===== src/bdte_pkg.sv =====
// Shared constants and calendar helpers for the broken-down time converter.
`default_nettype none
package bdte_pkg;

  localparam int TIME_BITS = 32;
  localparam int S_W       = TIME_BITS + 8;
  localparam int EPOCH_W   = 32;

  localparam int MUL_AW = 20;
  localparam int MUL_BW = 19;
  localparam int MUL_PW = MUL_AW + MUL_BW;

  localparam int CFG_IDX_W  = 1;
  localparam int CFG_DATA_W = 18;

  localparam logic [CFG_IDX_W-1:0] REG_ZONE_OFFSET = 1'd0;
  localparam logic [CFG_IDX_W-1:0] REG_DST_BIAS    = 1'd1;

  // Reciprocals: floor(x*M>>SH) is exact for RCP25 here, may be one low for RCP7.
  localparam logic [MUL_BW-1:0] RCP25     = 19'd1311;
  localparam int                RCP25_SH  = 15;
  localparam logic [MUL_BW-1:0] RCP7      = 19'd299593;
  localparam int                RCP7_SH   = 21;
  localparam logic [MUL_BW-1:0] DAYS_YEAR = 19'd365;
  localparam logic [MUL_BW-1:0] SEC_DAY   = 19'd86400;

  localparam logic signed [12:0] YEAR_BIAS25 = 13'sd1100;  // multiple of 25
  localparam logic signed [12:0] YEAR_PREV   = 13'sd1899;  // full year minus one
  localparam logic signed [11:0] YEAR_EPOCH  = 12'sd70;
  localparam logic [19:0]        LEAPS_1969  = 20'd477;

  // year is years since 1900; r25 is year mod 25 (1900 is a multiple of 25 and 4)
  function automatic logic is_leap(logic signed [11:0] year, logic [4:0] r25);
    logic [11:0] y16;
    y16 = year + 12'sd12;  // 1900 mod 16 is 12
    return (year[1:0] == 2'd0) && ((r25 != 5'd0) || (y16[3:0] == 4'd0));
  endfunction

  function automatic logic [4:0] days_in(logic [3:0] mon, logic leap);
    logic [4:0] d;
    case (mon)
      4'd0:    d = 5'd31;
      4'd1:    d = leap ? 5'd29 : 5'd28;
      4'd2:    d = 5'd31;
      4'd3:    d = 5'd30;
      4'd4:    d = 5'd31;
      4'd5:    d = 5'd30;
      4'd6:    d = 5'd31;
      4'd7:    d = 5'd31;
      4'd8:    d = 5'd30;
      4'd9:    d = 5'd31;
      4'd10:   d = 5'd30;
      4'd11:   d = 5'd31;
      default: d = 5'd31;
    endcase
    return d;
  endfunction

endpackage
`default_nettype wire


===== src/bdte_mul.sv =====
// Shared registered multiplier used by the sequencer.
`default_nettype none
module bdte_mul (
  input  wire logic                       clk,
  input  wire logic [bdte_pkg::MUL_AW-1:0] a,
  input  wire logic [bdte_pkg::MUL_BW-1:0] b,
  output logic      [bdte_pkg::MUL_PW-1:0] prod
);
  import bdte_pkg::*;

  always_ff @(posedge clk) begin
    prod <= MUL_PW'(a) * MUL_PW'(b);
  end

endmodule
`default_nettype wire


===== src/broken_down_time_to_epoch.sv =====
// Broken-down date and time to seconds since 1970, with field normalization.
//
// The block accepts no new item while a transaction is in progress. Seconds,
// minutes, hours and months are carried one step per cycle. The day count then
// walks one month per cycle, and day_of_year sums one month per cycle. A single
// shared multiplier does all reciprocal divisions and the day and year scalings.
// A finished result waits in the output register while the next item is taken.
`default_nettype none
module broken_down_time_to_epoch (
  input  wire logic                                clk,
  input  wire logic                                rst,
  input  wire logic                                cfg_write,
  input  wire logic [bdte_pkg::CFG_IDX_W-1:0]      cfg_index,
  input  wire logic [bdte_pkg::CFG_DATA_W-1:0]     cfg_data,
  input  wire logic                                in_valid,
  output logic                                     in_stall,
  input  wire logic signed [10:0]                  in_second,
  input  wire logic signed [10:0]                  in_minute,
  input  wire logic signed [10:0]                  in_hour,
  input  wire logic signed [10:0]                  in_day_of_month,
  input  wire logic signed [7:0]                   in_month,
  input  wire logic signed [10:0]                  in_year,
  input  wire logic                                daylight_flag,
  output logic                                     out_valid,
  input  wire logic                                out_stall,
  output logic signed [bdte_pkg::EPOCH_W-1:0]      epoch_seconds,
  output logic [5:0]                               out_second,
  output logic [5:0]                               out_minute,
  output logic [4:0]                               out_hour,
  output logic [4:0]                               out_day_of_month,
  output logic [3:0]                               out_month,
  output logic signed [11:0]                       out_year,
  output logic [8:0]                               day_of_year,
  output logic [2:0]                               weekday
);
  import bdte_pkg::*;

  typedef enum logic [19:0] {
    ST_IDLE = 20'h00001,
    ST_SEC  = 20'h00002,
    ST_MIN  = 20'h00004,
    ST_HOUR = 20'h00008,
    ST_MON  = 20'h00010,
    ST_R25A = 20'h00020,
    ST_R25B = 20'h00040,
    ST_DNEG = 20'h00080,
    ST_DPOS = 20'h00100,
    ST_YDAY = 20'h00200,
    ST_M1   = 20'h00400,
    ST_M2   = 20'h00800,
    ST_M3   = 20'h01000,
    ST_M4   = 20'h02000,
    ST_M5   = 20'h04000,
    ST_M6   = 20'h08000,
    ST_M7   = 20'h10000,
    ST_M8   = 20'h20000,
    ST_M9   = 20'h40000,
    ST_DONE = 20'h80000
  } state_t;

  localparam logic signed [S_W-1:0] TMAX =
    {{(S_W-TIME_BITS+1){1'b0}}, {(TIME_BITS-1){1'b1}}};

  state_t state;

  logic signed [17:0] zone_offset;
  logic [12:0]        dst_bias;

  logic signed [11:0] sec, mins, hrs, day, year;
  logic signed [7:0]  mon;
  logic               dst_on;
  logic [4:0]         r25;
  logic [3:0]         m_cnt;
  logic [8:0]         yday;
  logic [2:0]         wday;
  logic [16:0]        sod;
  logic [7:0]         t100, t400;
  logic [18:0]        days;
  logic signed [S_W-1:0] s;
  logic               bad;
  logic signed [S_W-1:0] res_epoch;

  logic [MUL_AW-1:0] mul_a;
  logic [MUL_BW-1:0] mul_b;
  logic [MUL_PW-1:0] prod;

  // month walk helpers
  logic              leap_cur, leap_dec;
  logic [4:0]        dim_cur, dim_dec;
  logic [3:0]        mon_dec, mon_inc;
  logic signed [11:0] year_dec, year_inc;
  logic [4:0]        r25_dec, r25_inc;
  logic signed [12:0] year_x, n13;
  logic [7:0]        q25;
  logic [12:0]       q25x25, r25_full;
  logic [19:0]       d4, q7x7, r7_full, days_sum;
  logic [16:0]       q7;
  logic [3:0]        r7;
  logic signed [S_W-1:0] s_sum, s_zone, s_dst;

  bdte_mul u_mul (
    .clk  (clk),
    .a    (mul_a),
    .b    (mul_b),
    .prod (prod)
  );

  assign in_stall = (state != ST_IDLE);

  always_comb begin
    leap_cur = is_leap(year, r25);
    dim_cur  = days_in(mon[3:0], leap_cur);
    if (mon[3:0] == 4'd0) begin
      mon_dec  = 4'd11;
      year_dec = year - 12'sd1;
      r25_dec  = (r25 == 5'd0) ? 5'd24 : r25 - 5'd1;
    end else begin
      mon_dec  = mon[3:0] - 4'd1;
      year_dec = year;
      r25_dec  = r25;
    end
    if (mon[3:0] == 4'd11) begin
      mon_inc  = 4'd0;
      year_inc = year + 12'sd1;
      r25_inc  = (r25 == 5'd24) ? 5'd0 : r25 + 5'd1;
    end else begin
      mon_inc  = mon[3:0] + 4'd1;
      year_inc = year;
      r25_inc  = r25;
    end
    leap_dec = is_leap(year_dec, r25_dec);
    dim_dec  = days_in(mon_dec, leap_dec);

    year_x   = {year[11], year} + YEAR_BIAS25;
    n13      = {year[11], year} + YEAR_PREV;
    q25      = prod[RCP25_SH+7:RCP25_SH];
    q25x25   = {1'b0, q25, 4'b0} + {2'b0, q25, 3'b0} + {5'b0, q25};
    r25_full = year_x - q25x25;

    d4       = {1'b0, days} + 20'd4;
    q7       = prod[RCP7_SH+16:RCP7_SH];
    q7x7     = {q7, 3'b0} - {3'b0, q7};
    r7_full  = d4 - q7x7;
    r7       = r7_full[3:0];

    days_sum = {1'b0, prod[18:0]} + {9'b0, n13[12:2]} - {12'b0, t100}
             + {12'b0, t400} - LEAPS_1969 + {11'b0, yday};

    s_sum  = {{(S_W-MUL_PW){1'b0}}, prod} + {{(S_W-17){1'b0}}, sod};
    s_zone = s + {{(S_W-18){zone_offset[17]}}, zone_offset};
    s_dst  = s - (dst_on ? {{(S_W-13){1'b0}}, dst_bias} : {S_W{1'b0}});

    mul_a = '0;
    mul_b = '0;
    case (state)
      ST_R25A: begin
        mul_a = {{(MUL_AW-13){1'b0}}, year_x};
        mul_b = RCP25;
      end
      ST_M1: begin
        mul_a = {{(MUL_AW-11){1'b0}}, n13[12:2]};
        mul_b = RCP25;
      end
      ST_M2: begin
        mul_a = {{(MUL_AW-9){1'b0}}, n13[12:4]};
        mul_b = RCP25;
      end
      ST_M3: begin
        mul_a = {{(MUL_AW-12){1'b0}}, year - YEAR_EPOCH};
        mul_b = DAYS_YEAR;
      end
      ST_M5: begin
        mul_a = d4;
        mul_b = RCP7;
      end
      ST_M6: begin
        mul_a = {{(MUL_AW-19){1'b0}}, days};
        mul_b = SEC_DAY;
      end
      default: begin
        mul_a = '0;
        mul_b = '0;
      end
    endcase
  end

  always_ff @(posedge clk) begin
    if (rst) begin
      zone_offset <= '0;
      dst_bias    <= '0;
    end else if (cfg_write) begin
      case (cfg_index)
        REG_ZONE_OFFSET: zone_offset <= cfg_data;
        REG_DST_BIAS:    dst_bias    <= cfg_data[12:0];
        default:         ;
      endcase
    end
  end

  always_ff @(posedge clk) begin
    if (rst) begin
      state     <= ST_IDLE;
      out_valid <= 1'b0;
    end else begin
      if (state == ST_DONE && (!out_valid || !out_stall)) begin
        out_valid <= 1'b1;
      end else if (out_valid && !out_stall) begin
        out_valid <= 1'b0;
      end
      case (state)
        ST_IDLE: begin
          if (in_valid) begin
            sec    <= {in_second[10], in_second};
            mins   <= {in_minute[10], in_minute};
            hrs    <= {in_hour[10], in_hour};
            day    <= {in_day_of_month[10], in_day_of_month} - 12'sd1;
            mon    <= in_month;
            year   <= {in_year[10], in_year};
            dst_on <= daylight_flag;
            state  <= ST_SEC;
          end
        end
        ST_SEC: begin
          if (sec < 0) begin
            sec  <= sec + 12'sd60;
            mins <= mins - 12'sd1;
          end else if (sec >= 12'sd60) begin
            sec  <= sec - 12'sd60;
            mins <= mins + 12'sd1;
          end else begin
            state <= ST_MIN;
          end
        end
        ST_MIN: begin
          if (mins < 0) begin
            mins <= mins + 12'sd60;
            hrs  <= hrs - 12'sd1;
          end else if (mins >= 12'sd60) begin
            mins <= mins - 12'sd60;
            hrs  <= hrs + 12'sd1;
          end else begin
            state <= ST_HOUR;
          end
        end
        ST_HOUR: begin
          if (hrs < 0) begin
            hrs <= hrs + 12'sd24;
            day <= day - 12'sd1;
          end else if (hrs >= 12'sd24) begin
            hrs <= hrs - 12'sd24;
            day <= day + 12'sd1;
          end else begin
            state <= ST_MON;
          end
        end
        ST_MON: begin
          if (mon < 0) begin
            mon  <= mon + 8'sd12;
            year <= year - 12'sd1;
          end else if (mon >= 8'sd12) begin
            mon  <= mon - 8'sd12;
            year <= year + 12'sd1;
          end else begin
            state <= ST_R25A;
          end
        end
        ST_R25A: state <= ST_R25B;
        ST_R25B: begin
          r25   <= r25_full[4:0];
          state <= ST_DNEG;
        end
        ST_DNEG: begin
          if (day < 0) begin
            mon  <= {4'b0, mon_dec};
            year <= year_dec;
            r25  <= r25_dec;
            day  <= day + {7'b0, dim_dec};
          end else begin
            state <= ST_DPOS;
          end
        end
        ST_DPOS: begin
          if (day >= {7'b0, dim_cur}) begin
            day  <= day - {7'b0, dim_cur};
            mon  <= {4'b0, mon_inc};
            year <= year_inc;
            r25  <= r25_inc;
          end else if (year < YEAR_EPOCH) begin
            res_epoch <= '1;
            yday      <= '0;
            wday      <= '0;
            state     <= ST_DONE;
          end else begin
            yday  <= day[8:0];
            m_cnt <= '0;
            state <= ST_YDAY;
          end
        end
        ST_YDAY: begin
          if (m_cnt == mon[3:0]) begin
            state <= ST_M1;
          end else begin
            yday  <= yday + {4'b0, days_in(m_cnt, leap_cur)};
            m_cnt <= m_cnt + 4'd1;
          end
        end
        ST_M1: begin
          sod   <= 17'(hrs[4:0] * 17'd3600) + 17'(mins[5:0] * 17'd60) + {11'b0, sec[5:0]};
          state <= ST_M2;
        end
        ST_M2: begin
          t100  <= q25;
          state <= ST_M3;
        end
        ST_M3: begin
          t400  <= q25;
          state <= ST_M4;
        end
        ST_M4: begin
          days  <= days_sum[18:0];
          state <= ST_M5;
        end
        ST_M5: state <= ST_M6;
        ST_M6: begin
          wday  <= (r7 >= 4'd7) ? 3'(r7 - 4'd7) : r7[2:0];
          state <= ST_M7;
        end
        ST_M7: begin
          s     <= s_sum;
          bad   <= (s_sum > TMAX);
          state <= ST_M8;
        end
        ST_M8: begin
          s     <= s_zone;
          bad   <= bad || (s_zone > TMAX) || (s_zone < 0);
          state <= ST_M9;
        end
        ST_M9: begin
          res_epoch <= (bad || (s_dst < 0)) ? '1 : s_dst;
          state     <= ST_DONE;
        end
        ST_DONE: begin
          if (!out_valid || !out_stall) begin
            epoch_seconds    <= res_epoch[EPOCH_W-1:0];
            out_second       <= sec[5:0];
            out_minute       <= mins[5:0];
            out_hour         <= hrs[4:0];
            out_day_of_month <= day[4:0] + 5'd1;
            out_month        <= mon[3:0];
            out_year         <= year;
            day_of_year      <= yday;
            weekday          <= wday;
            state            <= ST_IDLE;
          end
        end
        default: state <= ST_IDLE;
      endcase
    end
  end

endmodule
`default_nettype wire


===== config.mk =====
export PLATFORM = sky130hd
export DESIGN_NAME = broken_down_time_to_epoch
export DESIGN_NICKNAME = d
export VERILOG_FILES = /design/src/bdte_pkg.sv /design/src/bdte_mul.sv /design/src/broken_down_time_to_epoch.sv
export SDC_FILE = /design/constraint.sdc
export NUM_CORES = 2
export LEC_CHECK = 0
export ABC_CLOCK_PERIOD_IN_PS = 13900
export BUFFER_PORTS_ARGS = -buffer_cell sky130_fd_sc_hd__buf_2
export CAP_MARGIN = 20
export CORE_MARGIN = 2
export CORE_UTILIZATION = 69
export DETAILED_ROUTE_END_ITERATION = 8
export GPL_ROUTABILITY_DRIVEN = 0
export HOLD_SLACK_MARGIN = 0.02
export PLACE_DENSITY = 0.88
export SLEW_MARGIN = 20
export SYNTH_ARGS = -nofsm -noshare
export SYNTH_HDL_FRONTEND = slang
export SYNTH_SLANG_ARGS = --single-unit

===== constraint.sdc =====
create_clock -name clk -period 13.9 [get_ports clk]
set_clock_uncertainty 0.1 [all_clocks]
set_input_delay 0.695 -clock clk [delete_from_list [all_inputs] [get_ports clk]]
set_output_delay 0.695 -clock clk [all_outputs]
set_load 0.02 [all_outputs]

==> results.yml <==
status:
  run_status: "completed"
global_routing:
  grt_start_max_net_pins: 61
  grt.overflow.total: 0
  grt_pass1_vias: 31100
  wire_length_of_the_first_global_routing_pass_microns: 162000
  antenna_found_initial: 4
  track_usage_pct: 36.3
place:
  place.port_buffers: 171
  detailed_place_hpwl_microns: 80300
  dp_worst_setup_slack_ns: 4.19
synth:
  synth.area.top_cells: "sky130_fd_sc_hd__edfxtp_1 23%, sky130_fd_sc_hd__fa_1 16%, sky130_fd_sc_hd__ha_1 14%"
  yosysTopAreaCellShare_pct: 23.5
  syn-cell-area_sq_um: 38000
  synth-main-ff-cell: "sky130_fd_sc_hd__edfxtp_1"
  synth.yosys.seq_area_share_pct: 28.3
  yosys_warnings: 0
  synthArstFlopShare_pct: 0
  ys_ff_latch: 388
  post_synth_most_frequent_cells: "611 x sky130_fd_sc_hd__inv_1, 423 x sky130_fd_sc_hd__ha_1, 356 x sky130_fd_sc_hd__nand2_1, 301 x sky130_fd_sc_hd__nor2_1, 297 x sky130_fd_sc_hd__edfxtp_1"
  synth.avg_cell_area_sq_um: 9.30
  synth.most_common_cell: "sky130_fd_sc_hd__inv_1"
  post_synth_inst_count: 4086
  ys_types: 85
  number_of_synthesized_flops_with_an_enable_pin: 297
  area_leader_netlist: "sky130_fd_sc_hd__edfxtp_1"
floorplanning:
  design.die.area_sq_um: 57000
  coreArea_sq_um: 54800
  start_util_pct: 69.4
  die_w_microns: 239
  io-pin-count: 172
  placement_rows: 86
  die_y_microns: 239
detailed_routing:
  drc_errors: 0
  post_drt_wl_per_cell_microns: 20.4
  vias: 31300
  routed_wl_microns: 102000
  drtAntennaViolNets: 0
  post_drt_via_cell_ratio: 6.26
  detail_route.first_pass.iterations: 8
  drt_iter0_drc: 3323
setup_path:
  critical_path.endpoint_type: "register"
  critPathMaxFanout: 13
  critical_path.startpoint_type: "register"
  rrSetupSlack_ns: 3.86
  crit_path_top_delay_cell: "sky130_fd_sc_hd__a2111oi_1"
  critical_path_required_ns: 14.28
  slowest_delay_ns: 1.00
  critical_path_class: "register to register"
  crit_arrival_ns: 10.42
sta:
  fmax_mhz: 99.6
  timing_worst_slew_pin_value_ns: 1.12
  finalHoldWorstSlack_ns: 0.180
  setup_repair_after_global_routing_missed_its_margin: "false"
  finalSetupTns_ns: 0
  maxSlewViolCount: 0
  period_share_pct: 72.2
  period_minus_slack_ns: 10.04
  setup_viol: 0
  slew_headroom_pct: 24.5
  total_count_of_hold_check_failures_in_the_final_report: 0
  setup_slack_ns: 3.86
cts:
  cts_hold_buf: 0
  worst_skew_pair.late_latency_ns: 0.60
  cts_max_path_buffers: 3
  cts.sinks: 388
  worst_setup_hold_path_clk_slew_ns: 0.06
  tritoncts.num_buffers: 41
  cts_tree: "done"
  cts_post_setup_buffers_inserted: 0
  cts_root_buf: "sky130_fd_sc_hd__clkbuf_16"
  cts_repair_resize_count: 0
  cts-htree-levels: 2
finish:
  flow.area_growth_from_synthesis_pct: 8.45
  ratio_of_cells_with_drive_above_1_in_the_final_layout_pct: 7.34
  nNetsFinal: 5065
pwr:
  leakagePower_nw: 18.8
  cellPowerDensity_nw_per_um2: 114
  vdd.ir_drop.worst_mv: 0.145
min_path:
  holdCritPathClass: "input pin to register"
flow_run:
  max_cap_violations: 0
-- worst paths after layout --
check / cells after the start / startpoint / endpoint
hold / removal: 1 / daylight_flag / dst_on$_DFFE_PP_
setup reg to reg: 32 / year[3]$_DFFE_PP_ / u_mul.prod[38]$_DFF_P_
hold reg to reg: 0 / res_epoch[26]$_SDFFCE_PP1P_ / epoch_seconds[26]$_DFFE_PP_
setup / recovery: 32 / year[3]$_DFFE_PP_ / u_mul.prod[38]$_DFF_P_
-- cells by family (layout without fill, tap and decap cells) --
logic type | count (synthesis) | in the layout | synth area share [%]
mux | 10 | 10 | 0.303
other cells | 2 | 46 | 0.0198
simple gates | 1125 | 1125 | 14.2
compound gates | 802 | 802 | 13.2
fa+ha+maj | 718 | 718 | 29.5
flops | 388 | 388 | 28.3
xor+xnor | 317 | 317 | 7.31
buf+inv | 724 | 890 | 7.22
-- stage by stage --
stage | util (%) | instances | total power [mW] | cell area [sq um]
2_1_floorplan | - | 4125 | 3.00 | 38100
3_3_place_gp | 72.5 | 4919 | 3.38 | 39700
3_5_place_dp | 72.5 | 4919 | 3.47 | 39700
4_1_cts | 75.2 | 4994 | 4.66 | 41200
5_1_grt | 75.2 | 4997 | 4.97 | 41200
6_report | 75.3 | 5000 | 4.70 | 41200
-- layer usage --
layer / share of wire (%) / up-vias / global-route usage [%]
met5: 0.014 / - / 0
met4: 7.0 / 2 / 21.9
met3: 11 / 429 / 7.74
met2: 45 / 1827 / 56.9
met1: 37 / 14800 / 46.4
li1: - / 14200 / -
-- final cells by class --
| class | instances | area (sq um) |
|---|---|---|
| multi-input combinational | 3013 | 24700 |
| fill | 3567 | 13600 |
| sequential | 388 | 10700 |
| inverter | 611 | 2290 |
| clock buffer | 58 | 1200 |
| timing repair buffer | 204 | 1120 |
| tap | 704 | 881 |
| clock inverter | 17 | 235 |
| antenna | 5 | 12.5 |
-- state kept, by name, summed over array words and instances, names as in the netlist, 6 cells and up --
register	cells
out_second	6
t100	8
year	12
zone_offset	18
state	20
out_minute	6
day	12
sec	12
epoch_seconds	32
days	19
s	40
u_mul.prod	39
day_of_year	9
mins	12
sod	17
hrs	12
res_epoch	32
t400	8
out_year	12
yday	9
dst_bias	13
mon	8
-- report_power, final --
part	internal [mW]	switching [mW]	leakage, nW
registers	1.41	0.156	3.33
clock network	0.700	0.474	0.698
logic	0.849	1.11	14.8
-- placed cells by master, fill, tap and decap left out, types with 11 or more instances in the layout --
| cell | instances |
|---|---|
| sky130_fd_sc_hd__buf_4 | 32 |
| sky130_fd_sc_hd__clkbuf_16 | 44 |
| sky130_fd_sc_hd__nand2b_1 | 38 |
| sky130_fd_sc_hd__fa_1 | 295 |
| sky130_fd_sc_hd__nand3_1 | 74 |
| sky130_fd_sc_hd__o21a_1 | 18 |
| sky130_fd_sc_hd__a21o_1 | 60 |
| sky130_fd_sc_hd__nor3b_1 | 11 |
| sky130_fd_sc_hd__o21bai_1 | 35 |
| sky130_fd_sc_hd__a31oi_1 | 24 |
| sky130_fd_sc_hd__ha_1 | 423 |
| sky130_fd_sc_hd__dfxtp_1 | 91 |
| sky130_fd_sc_hd__nor2b_1 | 33 |
| sky130_fd_sc_hd__nand4_1 | 25 |
| sky130_fd_sc_hd__inv_1 | 611 |
| sky130_fd_sc_hd__and2_1 | 40 |
| sky130_fd_sc_hd__xor2_1 | 102 |
| sky130_fd_sc_hd__a22oi_1 | 25 |
| sky130_fd_sc_hd__buf_2 | 171 |
| sky130_fd_sc_hd__o22ai_1 | 22 |
| sky130_fd_sc_hd__o31ai_1 | 12 |
| sky130_fd_sc_hd__edfxtp_1 | 297 |
| sky130_fd_sc_hd__and3_1 | 42 |
| sky130_fd_sc_hd__nand2_1 | 356 |
| sky130_fd_sc_hd__a211o_1 | 11 |
| sky130_fd_sc_hd__nor4_1 | 21 |
| sky130_fd_sc_hd__or2_2 | 17 |
| sky130_fd_sc_hd__o21ai_0 | 176 |
| sky130_fd_sc_hd__o211ai_1 | 24 |
| sky130_fd_sc_hd__o221ai_1 | 11 |
| sky130_fd_sc_hd__a211oi_1 | 23 |
| sky130_fd_sc_hd__nor2_1 | 300 |
| sky130_fd_sc_hd__or3_1 | 20 |
| sky130_fd_sc_hd__nor3_1 | 76 |
| sky130_fd_sc_hd__a21oi_1 | 260 |
| sky130_fd_sc_hd__conb_1 | 41 |
| sky130_fd_sc_hd__nand3b_1 | 12 |
| sky130_fd_sc_hd__xnor2_1 | 215 |
-- critical path: cells and delay by family (launching register included) --
kind,cells,cell delay (ns)
simple gates,7,1.15
fa+ha+maj,8,3.72
flops,1,0.59
compound gates,9,3.55
xor+xnor,2,0.28
buf+inv,6,0.52
Power figures use the tool's default switching activity.
